## src/hdl/lpmd_pkg.sv

```systemverilog
// Shared types and constants of the length-prefixed message deframer.
// Holds the item structs, the role and error codes and the queue sizing.
// No dependencies.
package lpmd_pkg;

  localparam int unsigned PAYLOAD_LENGTH_BYTES = 4;
  localparam int unsigned PL_LEN_W = 8 * PAYLOAD_LENGTH_BYTES;
  localparam int unsigned ID_LEN_BYTES = 2;
  localparam int unsigned ID_LEN_W = 8 * ID_LEN_BYTES;
  localparam int unsigned HDR_IDX_W = 2;

  localparam int unsigned QUEUE_DEPTH = 2;
  localparam int unsigned QUEUE_PTR_W = $clog2(QUEUE_DEPTH);
  localparam int unsigned QUEUE_CNT_W = $clog2(QUEUE_DEPTH + 1);

  localparam logic [7:0] CHAR_DIGIT_LO = 8'd48;
  localparam logic [7:0] CHAR_DIGIT_HI = 8'd57;
  localparam logic [7:0] CHAR_UPPER_LO = 8'd65;
  localparam logic [7:0] CHAR_UPPER_HI = 8'd90;
  localparam logic [7:0] CHAR_LOWER_LO = 8'd97;
  localparam logic [7:0] CHAR_LOWER_HI = 8'd122;
  localparam logic [7:0] CHAR_UNDERSCORE = 8'd95;

  typedef logic [HDR_IDX_W-1:0] hdr_idx_t;
  typedef logic [ID_LEN_W-1:0] id_len_t;
  typedef logic [PL_LEN_W-1:0] pl_len_t;
  typedef logic [QUEUE_PTR_W-1:0] queue_ptr_t;
  typedef logic [QUEUE_CNT_W-1:0] queue_cnt_t;

  typedef enum logic [2:0] {
    ROLE_IDLEN   = 3'd0,
    ROLE_IDCHAR  = 3'd1,
    ROLE_PLLEN   = 3'd2,
    ROLE_PAYLOAD = 3'd3,
    ROLE_EXCESS  = 3'd4
  } byte_role_e;

  typedef enum logic [1:0] {
    ERR_NONE   = 2'd0,
    ERR_BADID  = 2'd1,
    ERR_SHORT  = 2'd2,
    ERR_EXCESS = 2'd3
  } err_e;

  typedef struct packed {
    logic [7:0] in_byte;
    logic       end_of_packet;
  } in_item_t;

  typedef struct packed {
    logic [7:0] out_byte;
    logic [2:0] byte_role;
    logic       packet_done;
    logic       packet_ok;
    logic [1:0] error_code;
  } out_item_t;

  typedef struct packed {
    logic [7:0] data;
    byte_role_e role;
    logic       last;
    err_e       err;
  } tag_t;

endpackage

```

## src/hdl/lpmd_front.sv

```systemverilog
// Front end of the deframer: parses the frame and tags each byte with its role and verdict.
// Holds the parse state; pushes one tag per accepted transfer into the queue.
// Depends on lpmd_pkg.
module lpmd_front (
  input  logic               clk_i,
  input  logic               rst_ni,
  input  logic               in_valid_i,
  output logic               in_ready_o,
  input  lpmd_pkg::in_item_t in_item_i,
  input  logic               q_ready_i,
  output logic               tag_valid_o,
  output lpmd_pkg::tag_t     tag_o
);

  lpmd_pkg::byte_role_e phase_q, phase_d;
  lpmd_pkg::hdr_idx_t   hdr_idx_q, hdr_idx_d;
  lpmd_pkg::id_len_t    id_left_q, id_left_d, id_shift;
  lpmd_pkg::pl_len_t    pl_left_q, pl_left_d, pl_shift;
  lpmd_pkg::err_e       first_err_q, first_err_d, err_n;
  lpmd_pkg::byte_role_e role;
  logic [lpmd_pkg::ID_LEN_W+7:0] id_cat;
  logic [lpmd_pkg::PL_LEN_W+7:0] pl_cat;
  logic [7:0] b;
  logic last;
  logic accept;

  function automatic logic id_char_ok(input logic [7:0] c);
    id_char_ok = (c >= lpmd_pkg::CHAR_DIGIT_LO && c <= lpmd_pkg::CHAR_DIGIT_HI) ||
                 (c >= lpmd_pkg::CHAR_UPPER_LO && c <= lpmd_pkg::CHAR_UPPER_HI) ||
                 (c >= lpmd_pkg::CHAR_LOWER_LO && c <= lpmd_pkg::CHAR_LOWER_HI) ||
                 (c == lpmd_pkg::CHAR_UNDERSCORE);
  endfunction

  assign b = in_item_i.in_byte;
  assign last = in_item_i.end_of_packet;
  assign in_ready_o = q_ready_i;
  assign accept = in_valid_i && q_ready_i;
  assign tag_valid_o = in_valid_i;

  assign id_cat = {id_left_q, b};
  assign pl_cat = {pl_left_q, b};
  assign id_shift = id_cat[lpmd_pkg::ID_LEN_W-1:0];
  assign pl_shift = pl_cat[lpmd_pkg::PL_LEN_W-1:0];

  always_comb begin
    phase_d   = phase_q;
    hdr_idx_d = hdr_idx_q;
    id_left_d = id_left_q;
    pl_left_d = pl_left_q;
    err_n     = first_err_q;
    role      = lpmd_pkg::ROLE_EXCESS;
    unique case (phase_q)
      lpmd_pkg::ROLE_IDLEN: begin
        role      = lpmd_pkg::ROLE_IDLEN;
        id_left_d = id_shift;
        hdr_idx_d = hdr_idx_q + lpmd_pkg::hdr_idx_t'(1);
        if (hdr_idx_q == lpmd_pkg::hdr_idx_t'(lpmd_pkg::ID_LEN_BYTES - 1)) begin
          hdr_idx_d = '0;
          phase_d = (id_shift == '0) ? lpmd_pkg::ROLE_PLLEN : lpmd_pkg::ROLE_IDCHAR;
        end
      end
      lpmd_pkg::ROLE_IDCHAR: begin
        role = lpmd_pkg::ROLE_IDCHAR;
        if (!id_char_ok(b) && err_n == lpmd_pkg::ERR_NONE) begin
          err_n = lpmd_pkg::ERR_BADID;
        end
        id_left_d = id_left_q - lpmd_pkg::id_len_t'(1);
        if (id_left_q == lpmd_pkg::id_len_t'(1)) begin
          phase_d = lpmd_pkg::ROLE_PLLEN;
        end
      end
      lpmd_pkg::ROLE_PLLEN: begin
        role      = lpmd_pkg::ROLE_PLLEN;
        pl_left_d = pl_shift;
        hdr_idx_d = hdr_idx_q + lpmd_pkg::hdr_idx_t'(1);
        if (hdr_idx_q == lpmd_pkg::hdr_idx_t'(lpmd_pkg::PAYLOAD_LENGTH_BYTES - 1)) begin
          hdr_idx_d = '0;
          phase_d = (pl_shift == '0) ? lpmd_pkg::ROLE_EXCESS : lpmd_pkg::ROLE_PAYLOAD;
        end
      end
      lpmd_pkg::ROLE_PAYLOAD: begin
        role      = lpmd_pkg::ROLE_PAYLOAD;
        pl_left_d = pl_left_q - lpmd_pkg::pl_len_t'(1);
        if (pl_left_q == lpmd_pkg::pl_len_t'(1)) begin
          phase_d = lpmd_pkg::ROLE_EXCESS;
        end
      end
      default: begin
        role = lpmd_pkg::ROLE_EXCESS;
        if (err_n == lpmd_pkg::ERR_NONE) begin
          err_n = lpmd_pkg::ERR_EXCESS;
        end
        phase_d = lpmd_pkg::ROLE_EXCESS;
      end
    endcase

    if (last && phase_d != lpmd_pkg::ROLE_EXCESS && err_n == lpmd_pkg::ERR_NONE) begin
      err_n = lpmd_pkg::ERR_SHORT;
    end

    first_err_d = err_n;
    if (last) begin
      phase_d     = lpmd_pkg::ROLE_IDLEN;
      hdr_idx_d   = '0;
      id_left_d   = '0;
      pl_left_d   = '0;
      first_err_d = lpmd_pkg::ERR_NONE;
    end
  end

  always_comb begin
    tag_o.data = b;
    tag_o.role = role;
    tag_o.last = last;
    tag_o.err  = last ? err_n : lpmd_pkg::ERR_NONE;
  end

  always_ff @(posedge clk_i or negedge rst_ni) begin
    if (!rst_ni) begin
      phase_q     <= lpmd_pkg::ROLE_IDLEN;
      hdr_idx_q   <= '0;
      id_left_q   <= '0;
      pl_left_q   <= '0;
      first_err_q <= lpmd_pkg::ERR_NONE;
    end else if (accept) begin
      phase_q     <= phase_d;
      hdr_idx_q   <= hdr_idx_d;
      id_left_q   <= id_left_d;
      pl_left_q   <= pl_left_d;
      first_err_q <= first_err_d;
    end
  end

endmodule

```

## src/hdl/lpmd_queue.sv

```systemverilog
// Short first-in first-out queue of byte tags between the front and back ends.
// A push and a pop may happen in the same cycle.
// Depends on lpmd_pkg.
module lpmd_queue (
  input  logic           clk_i,
  input  logic           rst_ni,
  input  logic           push_valid_i,
  output logic           push_ready_o,
  input  lpmd_pkg::tag_t push_data_i,
  output logic           pop_valid_o,
  input  logic           pop_ready_i,
  output lpmd_pkg::tag_t pop_data_o
);

  lpmd_pkg::tag_t       entry_q [lpmd_pkg::QUEUE_DEPTH];
  lpmd_pkg::queue_ptr_t wr_ptr_q, wr_ptr_d, rd_ptr_q, rd_ptr_d;
  lpmd_pkg::queue_cnt_t count_q, count_d;
  logic push, pop;

  assign push_ready_o = (count_q != lpmd_pkg::queue_cnt_t'(lpmd_pkg::QUEUE_DEPTH));
  assign pop_valid_o  = (count_q != '0);
  assign pop_data_o   = entry_q[rd_ptr_q];
  assign push = push_valid_i && push_ready_o;
  assign pop  = pop_valid_o && pop_ready_i;

  always_comb begin
    wr_ptr_d = push ? wr_ptr_q + lpmd_pkg::queue_ptr_t'(1) : wr_ptr_q;
    rd_ptr_d = pop ? rd_ptr_q + lpmd_pkg::queue_ptr_t'(1) : rd_ptr_q;
    count_d  = count_q;
    if (push && !pop) begin
      count_d = count_q + lpmd_pkg::queue_cnt_t'(1);
    end else if (pop && !push) begin
      count_d = count_q - lpmd_pkg::queue_cnt_t'(1);
    end
  end

  always_ff @(posedge clk_i or negedge rst_ni) begin
    if (!rst_ni) begin
      wr_ptr_q <= '0;
      rd_ptr_q <= '0;
      count_q  <= '0;
    end else begin
      wr_ptr_q <= wr_ptr_d;
      rd_ptr_q <= rd_ptr_d;
      count_q  <= count_d;
    end
  end

  always_ff @(posedge clk_i) begin
    if (push) begin
      entry_q[wr_ptr_q] <= push_data_i;
    end
  end

endmodule

```

## src/hdl/lpmd_back.sv

```systemverilog
// Back end of the deframer: turns queued tags into result items in an output register.
// Derives the packet verdict and holds the result while the receiver stalls.
// Depends on lpmd_pkg.
module lpmd_back (
  input  logic                clk_i,
  input  logic                rst_ni,
  input  logic                tag_valid_i,
  output logic                tag_ready_o,
  input  lpmd_pkg::tag_t      tag_i,
  output logic                out_valid_o,
  input  logic                out_ready_i,
  output lpmd_pkg::out_item_t out_item_o
);

  logic                out_valid_q, out_valid_d;
  lpmd_pkg::out_item_t out_item_q, out_item_d;
  logic load;

  assign tag_ready_o = !out_valid_q || out_ready_i;
  assign load = tag_valid_i && tag_ready_o;

  always_comb begin
    out_item_d.out_byte    = tag_i.data;
    out_item_d.byte_role   = tag_i.role;
    out_item_d.packet_done = tag_i.last;
    out_item_d.packet_ok   = tag_i.last && (tag_i.err == lpmd_pkg::ERR_NONE);
    out_item_d.error_code  = tag_i.err;
    if (load) begin
      out_valid_d = 1'b1;
    end else if (out_ready_i) begin
      out_valid_d = 1'b0;
    end else begin
      out_valid_d = out_valid_q;
    end
  end

  always_ff @(posedge clk_i or negedge rst_ni) begin
    if (!rst_ni) begin
      out_valid_q <= 1'b0;
    end else begin
      out_valid_q <= out_valid_d;
    end
  end

  always_ff @(posedge clk_i) begin
    if (load) begin
      out_item_q <= out_item_d;
    end
  end

  assign out_valid_o = out_valid_q;
  assign out_item_o  = out_item_q;

endmodule

```

## src/hdl/length_prefixed_message_deframer_top.sv

```systemverilog
// Top level of the length-prefixed message deframer.
// Instantiates lpmd_front, lpmd_queue and lpmd_back; depends on lpmd_pkg.
//
// Usage: packet bytes enter on the input channel (in_valid_i, in_ready_o, in_item_i),
// one byte per transfer, with end_of_packet set on the final byte. Every byte
// leaves on the output channel (out_valid_o, out_ready_i, out_item_o) tagged with
// its role in the frame. The transfer that carries the final byte also carries
// the verdict: packet_ok and error_code (bad ID character, truncated, excess bytes).
// The front end parses each byte as it is accepted and pushes a tag into a
// two-entry queue; the back end moves tags into the output register.
// An accepted byte's tag is written into the queue and then moved into the output
// register when that register is free, and held there until the receiver takes it.
// Throughput is one byte per cycle, limited only by the output register that
// accepts a new tag in every cycle in which the receiver takes the old one.
// When the receiver stalls, the output holds its result and the queue fills;
// in_ready_o drops once both queue entries are occupied.
// Reset empties the queue and the output register and returns the parser to
// the start of a frame. After every final byte the parser also restarts.
module length_prefixed_message_deframer_top (
  input  logic                clk_i,
  input  logic                rst_ni,
  input  logic                in_valid_i,
  output logic                in_ready_o,
  input  lpmd_pkg::in_item_t  in_item_i,
  output logic                out_valid_o,
  input  logic                out_ready_i,
  output lpmd_pkg::out_item_t out_item_o
);

  logic           push_valid, push_ready, pop_valid, pop_ready;
  lpmd_pkg::tag_t push_tag, pop_tag;

  lpmd_front u_front (
    .clk_i       (clk_i),
    .rst_ni      (rst_ni),
    .in_valid_i  (in_valid_i),
    .in_ready_o  (in_ready_o),
    .in_item_i   (in_item_i),
    .q_ready_i   (push_ready),
    .tag_valid_o (push_valid),
    .tag_o       (push_tag)
  );

  lpmd_queue u_queue (
    .clk_i        (clk_i),
    .rst_ni       (rst_ni),
    .push_valid_i (push_valid),
    .push_ready_o (push_ready),
    .push_data_i  (push_tag),
    .pop_valid_o  (pop_valid),
    .pop_ready_i  (pop_ready),
    .pop_data_o   (pop_tag)
  );

  lpmd_back u_back (
    .clk_i       (clk_i),
    .rst_ni      (rst_ni),
    .tag_valid_i (pop_valid),
    .tag_ready_o (pop_ready),
    .tag_i       (pop_tag),
    .out_valid_o (out_valid_o),
    .out_ready_i (out_ready_i),
    .out_item_o  (out_item_o)
  );

endmodule

```

## config.mk

```make
export PLATFORM = sky130hd
export DESIGN_NAME = length_prefixed_message_deframer_top
export DESIGN_NICKNAME = d
export VERILOG_FILES = /design/src/hdl/lpmd_pkg.sv /design/src/hdl/lpmd_front.sv /design/src/hdl/lpmd_queue.sv /design/src/hdl/lpmd_back.sv /design/src/hdl/length_prefixed_message_deframer_top.sv
export SDC_FILE = /design/constraint.sdc
export NUM_CORES = 1
export LEC_CHECK = 0
export BUFFER_PORTS_ARGS = -buffer_cell sky130_fd_sc_hd__buf_4
export CELL_PAD_IN_SITES_DETAIL_PLACEMENT = 1
export CELL_PAD_IN_SITES_GLOBAL_PLACEMENT = 1
export CORE_ASPECT_RATIO = 1.25
export CORE_MARGIN = 10
export CORE_UTILIZATION = 40
export CTS_CLUSTER_SIZE = 12
export DETAILED_ROUTE_END_ITERATION = 7
export PLACE_DENSITY_LB_ADDON = 0.1
export SKIP_CTS_REPAIR_TIMING = 1
export SYNTH_ARGS = -nofsm -noshare
export SYNTH_HDL_FRONTEND = slang
export SYNTH_SLANG_ARGS = --single-unit
```

## constraint.sdc

```tcl
create_clock -name clk_i -period 7.2 [get_ports clk_i]
set_clock_uncertainty 0.15 [all_clocks]
set_input_delay 0.72 -clock clk_i [delete_from_list [all_inputs] [get_ports clk_i]]
set_output_delay 0.72 -clock clk_i [all_outputs]
set_load 0.05 [all_outputs]
```

# Yosys cells after proc, flatten, opt, wreduce, memory -nomap -nowiden
# Memories as Yosys holds them, arrays and structs flattened.
# Cells that the tools add are included.
word_totals:
  latchBits: 0
  word_cells: 102
  reg_bits: 75
  mem_bits_rw: 28
  memories: 1
  romBits: 0
  output_inout_bits: 17
  inputBits: 13
memory_table:
  columns: ["name", "depth", "width", "rd", "rd_ports_with_merged_regs", "wr", "line_no", "text"]
  rows:
  - ["u_queue.entry_q", 2, 14, 1, 0, 1, "lpmd_queue.sv:15", "lpmd_pkg::tag_t entry_q [lpmd_pkg::QUEUE_DEPTH];"]
classes:
  div_mod_pow: 0
  mux: 29
  n_mul: 0
  addsub: 7
  n_lt_le_gt_ge: 6
  n_reduce_logical: 35
  bitwise_logic: 0
  shifts: 0
  eq_ne: 10
op_table:
  columns: ["op", "n"]
  rows:
  - ["$pmux W32 S2", 1]
  - ["$eq A32 B1 Y1 const B", 1]
  - ["$logic_not A32 Y1", 1]
  - ["$mux W32", 1]
  - ["$pmux W16 S2", 1]
  - ["$sub A32 B1 Y32 const B", 1]
  - ["$pmux W3 S4", 2]
  - ["$mux W2", 11]
  - ["$mux W3", 6]
  - ["$eq A16 B1 Y1 const B", 1]
  - ["$ge A8 B7 Y1 const B", 2]
  - ["$le A8 B7 Y1 const B", 2]
  - ["$logic_not A16 Y1", 1]
  - ["$mux W16", 1]
  - ["$sub A16 B1 Y16 const B", 1]
  - ["$logic_and A1 B1 Y1", 11]
  - ["$reduce_bool A3 Y1", 3]
  - ["$eq A8 B7 Y1 const B", 1]
  - ["$ge A8 B6 Y1 const B", 1]
  - ["$le A8 B6 Y1 const B", 1]
  - ["$pmux W2 S2", 2]
  - ["$eq A3 B2 Y1 const B", 2]
  - ["$logic_not A2 Y1", 3]
  - ["$reduce_and A2 Y1", 3]
  - ["other kinds (14)", 27]

# Longest topological paths before layout
# Gate-level depths: netlist of the first run.
depth:
  ltp_word: 13
  ltp_mapped: 9
  ltp_nobuf: 7

# Cells and area by module
# From an unflattened synthesis of the first run, not the netlist that was laid out.
unflattened:
  hier_cells: 581
  hier_area_um2: 5684.2
by_module_without_submodules:
  columns: ["mod", "area_per_inst_um2", "cells_per_inst", "seq_area_each_um2", "n_inst"]
  rows:
  - ["lpmd_front", 3902.5, 499, 1376.3, 1]
  - ["lpmd_queue", 1270.0, 62, 940.9, 1]
  - ["lpmd_back", 511.7, 20, 475.5, 1]

# Least setup slack after synthesis of the first run
# No wires, ideal clock.
synth_path:
  path_kind: "input to register"
  from: "input in_item_i[3] (netlist name)"
  to: "memory u_queue.entry_q[0][1] (netlist name), data pin"
  arrival_time_ns: 2.397
  n_path_buf: 0
  path_stages: 5
  setup_slack_ns: 4.392
  required_time_ns: 6.789
  setup_time_ns: 0.261
  cell_sequence: "or4_1 > or4_1 > a2111oi_0 > a21o_1 > a21oi_1"
synth_lines:
  columns: ["element", "line_no", "text"]
  rows:
  - ["from (decl)", "length_prefixed_message_deframer_top.sv:24", "input lpmd_pkg::in_item_t in_item_i,"]
  - ["to (decl)", "lpmd_queue.sv:15", null]

# Worst setup path in the final report of the first run
layout_path:
  from: "register u_front.pl_left_q[0]"
  to: "register u_front.pl_left_q[30]"
layout_via:
  elab_chain_len: 3
layout_rtl:
  columns: ["element", "line_no", "text"]
  rows:
  - ["from (decl)", "lpmd_front.sv:18", "lpmd_pkg::pl_len_t pl_left_q, pl_left_d, pl_shift;"]
  - ["from (signal assigned)", "lpmd_front.sv:129", "pl_left_q <= pl_left_d;"]
  - ["$sub A32 B1 Y32", "lpmd_front.sv:83", "pl_left_d = pl_left_q - lpmd_pkg::pl_len_t'(1);"]
  - ["$pmux W32 S2", "lpmd_front.sv:52", "unique case (phase_q)"]
  - ["$mux W32", "lpmd_front.sv:102", "if (last) begin"]
# Every way passes these cells.
# A chain may end at the register's enable or synchronous reset.

==> metrics, run 1 <==
Synth Net Count 586; worst-path fanout max 15; # nets final 589; Via-to-Cell Ratio 6.22; clk buf depth 2; initial antenna violation count 0; Final Cell Area 6130 µm²; Synth area leaders dfrtp_1 27%, edfxtp_1 23%, o21ai_0 5.5%; total power 3.25 mW; met3 Use GR 0.0285; first-pass GRT wire length 27200 µm; crit path DAT 3.42 ns; R2R Setup Slk 3.87 ns; Slew @ Worst Pin 1.07 ns; number of enable flip-flop cells after synthesis 43; # H-tree levels 3; area share of the largest cell type after synthesis 0.271; Reg-to-Reg End u_front.pl_left_q[30]; Final HPWL DP 11300 µm; CTS clk-pin slew, worst paths 0.08 ns; dominant synthesized flop cell dfrtp_1; met1 Resource Use GR 0.209; Initial Utilization 0.405; Syn. warnings 0; status complete, no violations; TNS Setup 0 ns; crit end category flop; Tmin final 3.33 ns; #FFs+latches synth 103; worst r2r path cells 7; worst reg2reg startpoint u_front.pl_left_q[0]; Routed WL 16500 µm; clk_lat worst skew 0.36 ns; worst hold path class primary input to asynchronous set/reset pin; total clock sinks 103; Wirelength per Cell 22.1 µm; gr busiest metal met2; met2 GRT Util 0.314; power per cell area 531 nW/µm²; TritonCTS clock tree done; CP Class flop to flop; layout cell share with drive strength beyond 1 0.128; DRT Pass-1 Iters 6; Synth Area per Inst 9.85 µm²; CP Launch Type flop; RSZ-0062 raised after global routing no; IO Count 30; GPL Wtd Cong 0.811; Post-Syn Instances 563; cell taking the most area after synthesis dfrtp_1; Max-Cap Viols 0; Post-Place Setup Slack 3.87 ns; Die Height 152 µm; Cell Rows 48; Yosys cell types 56; ys async rst share 0.583; Peak VDD IR 222 µV; area of placed instances 5840 µm²; GRT Total Usage 0.175; final-report hold violation count 0; IO Port Bufs 29; final core utilization 0.447; CTS root buffer clkbuf_16; post-route antenna net violation count 0; max_slew headroom 0.284; final worst path period share 0.462; Antenna diodes 0; core region area 13700 µm²; vias in the first global route 4882; total congestion overflow 0; Post-Syn Area 5540 µm²; Worst Setup Slack, final 3.87 ns; fin. max-slew vios 0; Crit path required time 7.29 ns; via count 4642; register area share after synthesis 0.504; die area 19000 µm²; Initial DRC Count 293; Area Growth Syn to Fin 10.5%; Die W 125 µm; largest net degree at the start of global routing 61; Pleak 2.41 nW; final setup violation count 0; DRC Markers 0; Peak Freq 301 MHz; CTS buffer count 9
-- cell usage after synthesis, types with 14 or more instances --
master      n
mux2_2     14
inv_1      16
clkbuf_1   35
edfxtp_1   43
nand2_1    34
nor2_1     48
o2bb2ai_1  23
nor4_1     25
nor3_1     32
a22o_1     15
dfrtp_1    60
a21oi_1    32
o21ai_0    61
-- layer usage --
layer	vias up	wire, µm
met5	-	0
met4	0	370
met3	27	480
met2	85	8390
met1	2385	7230
li1	2145	-
-- critical path, stage by stage, from the launching register on --
cell and delay, ns:
dfrtp_1 0.46, inv_1 0.14, ha_1 0.22, nor3b_1 0.59, nand2_1 0.55, nor4_1 0.75
a211oi_1 0.16, nand3b_1 0.19
-- how the worst max path moves through the flow --
stage	startpoint	to	slack, ns	cells after the start
finish	u_front.pl_left_q[0]	u_front.pl_left_q[30]	3.87	7
global route	u_front.pl_left_q[0]	u_front.pl_left_q[30]	3.56	7
CTS	u_front.pl_left_q[0]	u_front.pl_left_q[30]	3.83	7
detailed placement	u_front.pl_left_q[0]	u_front.pl_left_q[30]	3.87	7
global placement	u_front.pl_left_q[0]	u_front.pl_left_q[28]	3.92	7
floorplan	in_item_i[3]	u_queue.entry_q[0][1]	4.39	5
-- placed cells by master (no fill, tap or decap), drive strengths merged, types with 3 or more instances in the layout --
master and instances:
buf 33, o41ai 4, nand4 6, a22oi 5, or4 7, o211ai 4
nor3b 6, a21o 3, a21oi 32, xnor2 3, dfrtp 60, o31ai 7
o21ai 61, clkbuf 10, o2bb2ai 23, or2 4, o22ai 5, inv 18
nand3 9, nor2b 3, a31oi 3, nor2 48, edfxtp 43, nand2 34
clkinv 3, nor3 32, nor4 25, ha 10, mux2 14, a22o 15
or3 12
-- cells by family (layout without fill, tap and decap cells) --
family / after synthesis / count (layout) / synth area share
AOI/OAI and AO/OA: 176 / 176 / 0.209
xor gates and xnor gates: 5 / 5 / 0.00790
adders and majority gates: 10 / 10 / 0.0226
buffers and inverters: 57 / 65 / 0.0418
DFF: 103 / 103 / 0.504
muxes: 14 / 14 / 0.0284
and+or+nand+nor: 198 / 198 / 0.186
-- registers in the layout (all words and copies together), names as in the netlist --
signal / cells
u_back.out_item_o: 15
u_back.out_valid_o: 1
u_front.first_err_q: 2
u_front.hdr_idx_q: 2
u_front.id_left_q: 16
u_front.phase_q: 3
u_front.pl_left_q: 32
u_queue.count_q: 2
u_queue.entry_q: 28
u_queue.rd_ptr_q: 1
u_queue.wr_ptr_q: 1
-- per-stage QoR --
step           hold WS, ns  std cells
6_report             0.309        746
5_1_grt              0.382        746
4_1_cts              0.360        746
3_5_place_dp         0.345        730
3_3_place_gp         0.324        730
2_1_floorplan        0.274        563
-- cell type report --
cell class	count	area, µm²
Tap cell	175	219
Inverter	16	60.1
Fill cell	1549	7570
Sequential cell	103	2790
Clock buffer	10	229
Multi-Input combinational cell	403	2520
Clock inverter	6	56.3
Timing Repair Buffer	33	248
-- power breakdown --
group	switching, mW	internal [mW]
Clock	0.245	0.242
Combinational	1.14	0.568
Sequential	0.217	0.842
Power figures use the tool's default switching activity.
==> inputs of run 2 (changes only) <==
==> constraint.sdc (replaced) <==
create_clock -name clk_i -period 3.3 [get_ports clk_i]
set_clock_uncertainty 0.15 [all_clocks]
set_input_delay 0.33 -clock clk_i [delete_from_list [all_inputs] [get_ports clk_i]]
set_output_delay 0.33 -clock clk_i [all_outputs]
set_load 0.05 [all_outputs]
==> run 2 against run 1 <==
Worst setup slack got worse by 3.5 ns. Sequential share of layout area decreased by 0.90 points. Final area grew 2.0%. Combinational power rose by 130%. Fmax up 13%. Global-route usage down 0.26 points. Die area unchanged. Total power increased by 120%. Cell count rose by 1.9%. First-iteration DRC count increased by 11%. Critical path depth shrank 2. Largest cell class unchanged.
==> metrics, run 2 (same netlist as run 1, synthesis figures left out) <==
status complete, no violations; Slew @ Worst Pin 1.10 ns (+0.0308 ns); HP Start in_item_i[1]; final core utilization 0.456 (+0.00905); crit end category flop; FILL cells 1540 (-0.58%); Final Cell Area 6250 µm² (+2.0%); worst hold path class primary input to flop; footprint of the multi-input gates 2520 µm² (about the same); max_slew headroom 0.257 (-0.0275); Antenna diodes 0 (unchanged); Reg-to-Reg End u_front.pl_left_q[25]; TritonCTS clock tree done; Sw Ratio 0.482 (-0.00994); CP cell instances or4_1 -> or4_1 -> or3_4 -> o311a_1 -> a221o_1; final-report hold violation count 0 (unchanged); power per cell area 1160 nW/µm² (+120%); Comb power frac 0.538 (+0.013); RSZ-0062 raised after global routing no; largest net degree at the start of global routing 61 (unchanged); CP most frequent cell or4_1; clk buf depth 2 (unchanged); Reg area 2790 µm² (unchanged); core region area 13700 µm² (unchanged); # nets final 603 (+2.4%); GPL Wtd Cong 0.865 (+6.6%); Routed WL 16300 µm (-0.97%); register with the most flip-flops u_front.pl_left_q; Hold Path Sink u_queue.entry_q[0][6]; Die W 125 µm (unchanged); share of power burned in registers 0.316 (-0.010); Die Height 152 µm (unchanged); # H-tree levels 3 (unchanged); max reg flops 32 (unchanged); total congestion overflow 0 (unchanged); area of placed instances 5950 µm² (+1.8%); Tmin final 2.94 ns (-0.388 ns); GRT Total Usage 0.173 (-0.00256); initial antenna violation count 0 (unchanged); crit path DAT 3.04 ns (-0.38 ns); IO Port Bufs 29 (unchanged); Max-Cap Viols 0 (unchanged); TNS Setup 0 ns (unchanged); die area 19000 µm² (unchanged); commonest non-fill, non-tap cell in the layout o21ai_0; first-pass GRT wire length 26800 µm (-1.4%); layout cell share with drive strength beyond 1 0.145 (+0.0175); Cell Rows 48 (unchanged); worst-path fanout max 9 (-6); worst reg2reg startpoint u_front.pl_left_q[0]; Via-to-Cell Ratio 6.08 (-2.3%); clk_lat worst skew 0.36 ns (about the same); Peak VDD IR 729 µV (+230%); Crit path required time 3.40 ns (-3.89 ns); Wirelength per Cell 21.5 µm (-2.8%); post-route antenna net violation count 0 (unchanged); fin. max-slew vios 0 (unchanged); via count 4619 (-0.50%); most frequent cells in the layout 61 x o21ai_0, 60 x dfrtp_1, 48 x nor2_1; CTS clk-pin slew, worst paths 0.08 ns (about the same); CP Launch Type flop; Worst path max stage delay 0.66 ns (-0.09 ns); Final HPWL DP 11600 µm (+2.5%); DRT Pass-1 Iters 4 (-2); Pleak 2.48 nW (+3.3%); Clk network pwr share 0.146 (-0.004); R2R Setup Slk 0.36 ns (-3.51 ns); Switch Pwr 3.50 mW (+120%); vias in the first global route 4835 (-0.96%); Initial Utilization 0.405 (unchanged); Initial DRC Count 324 (+11%); Int Pwr 3.76 mW (+130%); CP max stage cell or4_1; DRC Markers 0 (unchanged); biggest regs u_front.pl_left_q (32), u_queue.entry_q (28), u_front.id_left_q (16); final setup violation count 0 (unchanged); CTS buffer count 9 (unchanged); Hold Path Depth 1; CP Class flop to flop; final worst path period share 0.891 (+0.429); CTS root buffer clkbuf_16; total clock sinks 103 (unchanged); Peak Freq 340 MHz (+13%); IO Count 30 (unchanged); worst r2r path cells 5 (-2); Area Growth Syn to Fin 12.8%
[run 2: stage by stage]
| step | setup slack [ns] | total power [mW] | hold WS [ns] | std cells |
|---|---|---|---|---|
| 3_5_place_dp | 0.383 | 6.21 | 0.323 | 743 |
| 4_1_cts | 0.377 | 7.31 | -0.0336 | 759 |
| 2_1_floorplan | 0.568 | 4.97 | -0.116 | 563 |
| 6_report | 0.360 | 7.26 | 0.0712 | 760 |
| 5_1_grt | 0.260 | 7.81 | 0.0700 | 760 |
| 3_3_place_gp | 0.418 | 6.11 | 0.321 | 743 |
[run 2: area by class of cell]
type	count	area share
clock buffers	10	0.0366
clock inverters	6	0.0100
inverters	16	0.00961
multi-input cells	403	0.403
flip-flops and latches	103	0.447
well taps	175	0.0350
repair buffers	47	0.0589
[run 2: how the worst max path moves through the flow]
stage                     cells past startpoint               endpoint                  from
after global placement                        5  u_front.pl_left_q[25]  u_front.pl_left_q[0]
after detailed placement                      5  u_front.pl_left_q[25]  u_front.pl_left_q[0]
final                                         5  u_front.pl_left_q[25]  u_front.pl_left_q[0]
after floorplan                               7  u_front.pl_left_q[25]  u_front.pl_left_q[5]
after global routing                          5  u_front.pl_left_q[25]  u_front.pl_left_q[0]
after CTS                                     5  u_front.pl_left_q[25]  u_front.pl_left_q[0]
[run 2: layer usage]
layer  global-route usage  up-vias  wire (µm)
met5                    0        -          0
met4               0.0784        0        493
met3               0.0188       30        372
met2                0.302       80       8230
met1                0.211     2330       7220
li1                     -     2179          -
[run 2: power by group through the flow]
stage / sequential, mW / clock, mW / combinational [mW]
2_1_floorplan: 2.42 / 0 / 2.56
5_1_grt: 2.36 / 1.14 / 4.30
6_report: 2.29 / 1.06 / 3.91
3_3_place_gp: 2.28 / 0 / 3.83
4_1_cts: 2.29 / 1.09 / 3.93
3_5_place_dp: 2.32 / 0 / 3.90
[run 2: critical path: cells and delay by family (launching register included)]
kind / cells / cell delay, ns
AND/OR/NAND/NOR: 3 / 1.68
flip-flops: 1 / 0.45
AO/OA/AOI/OAI: 2 / 0.55
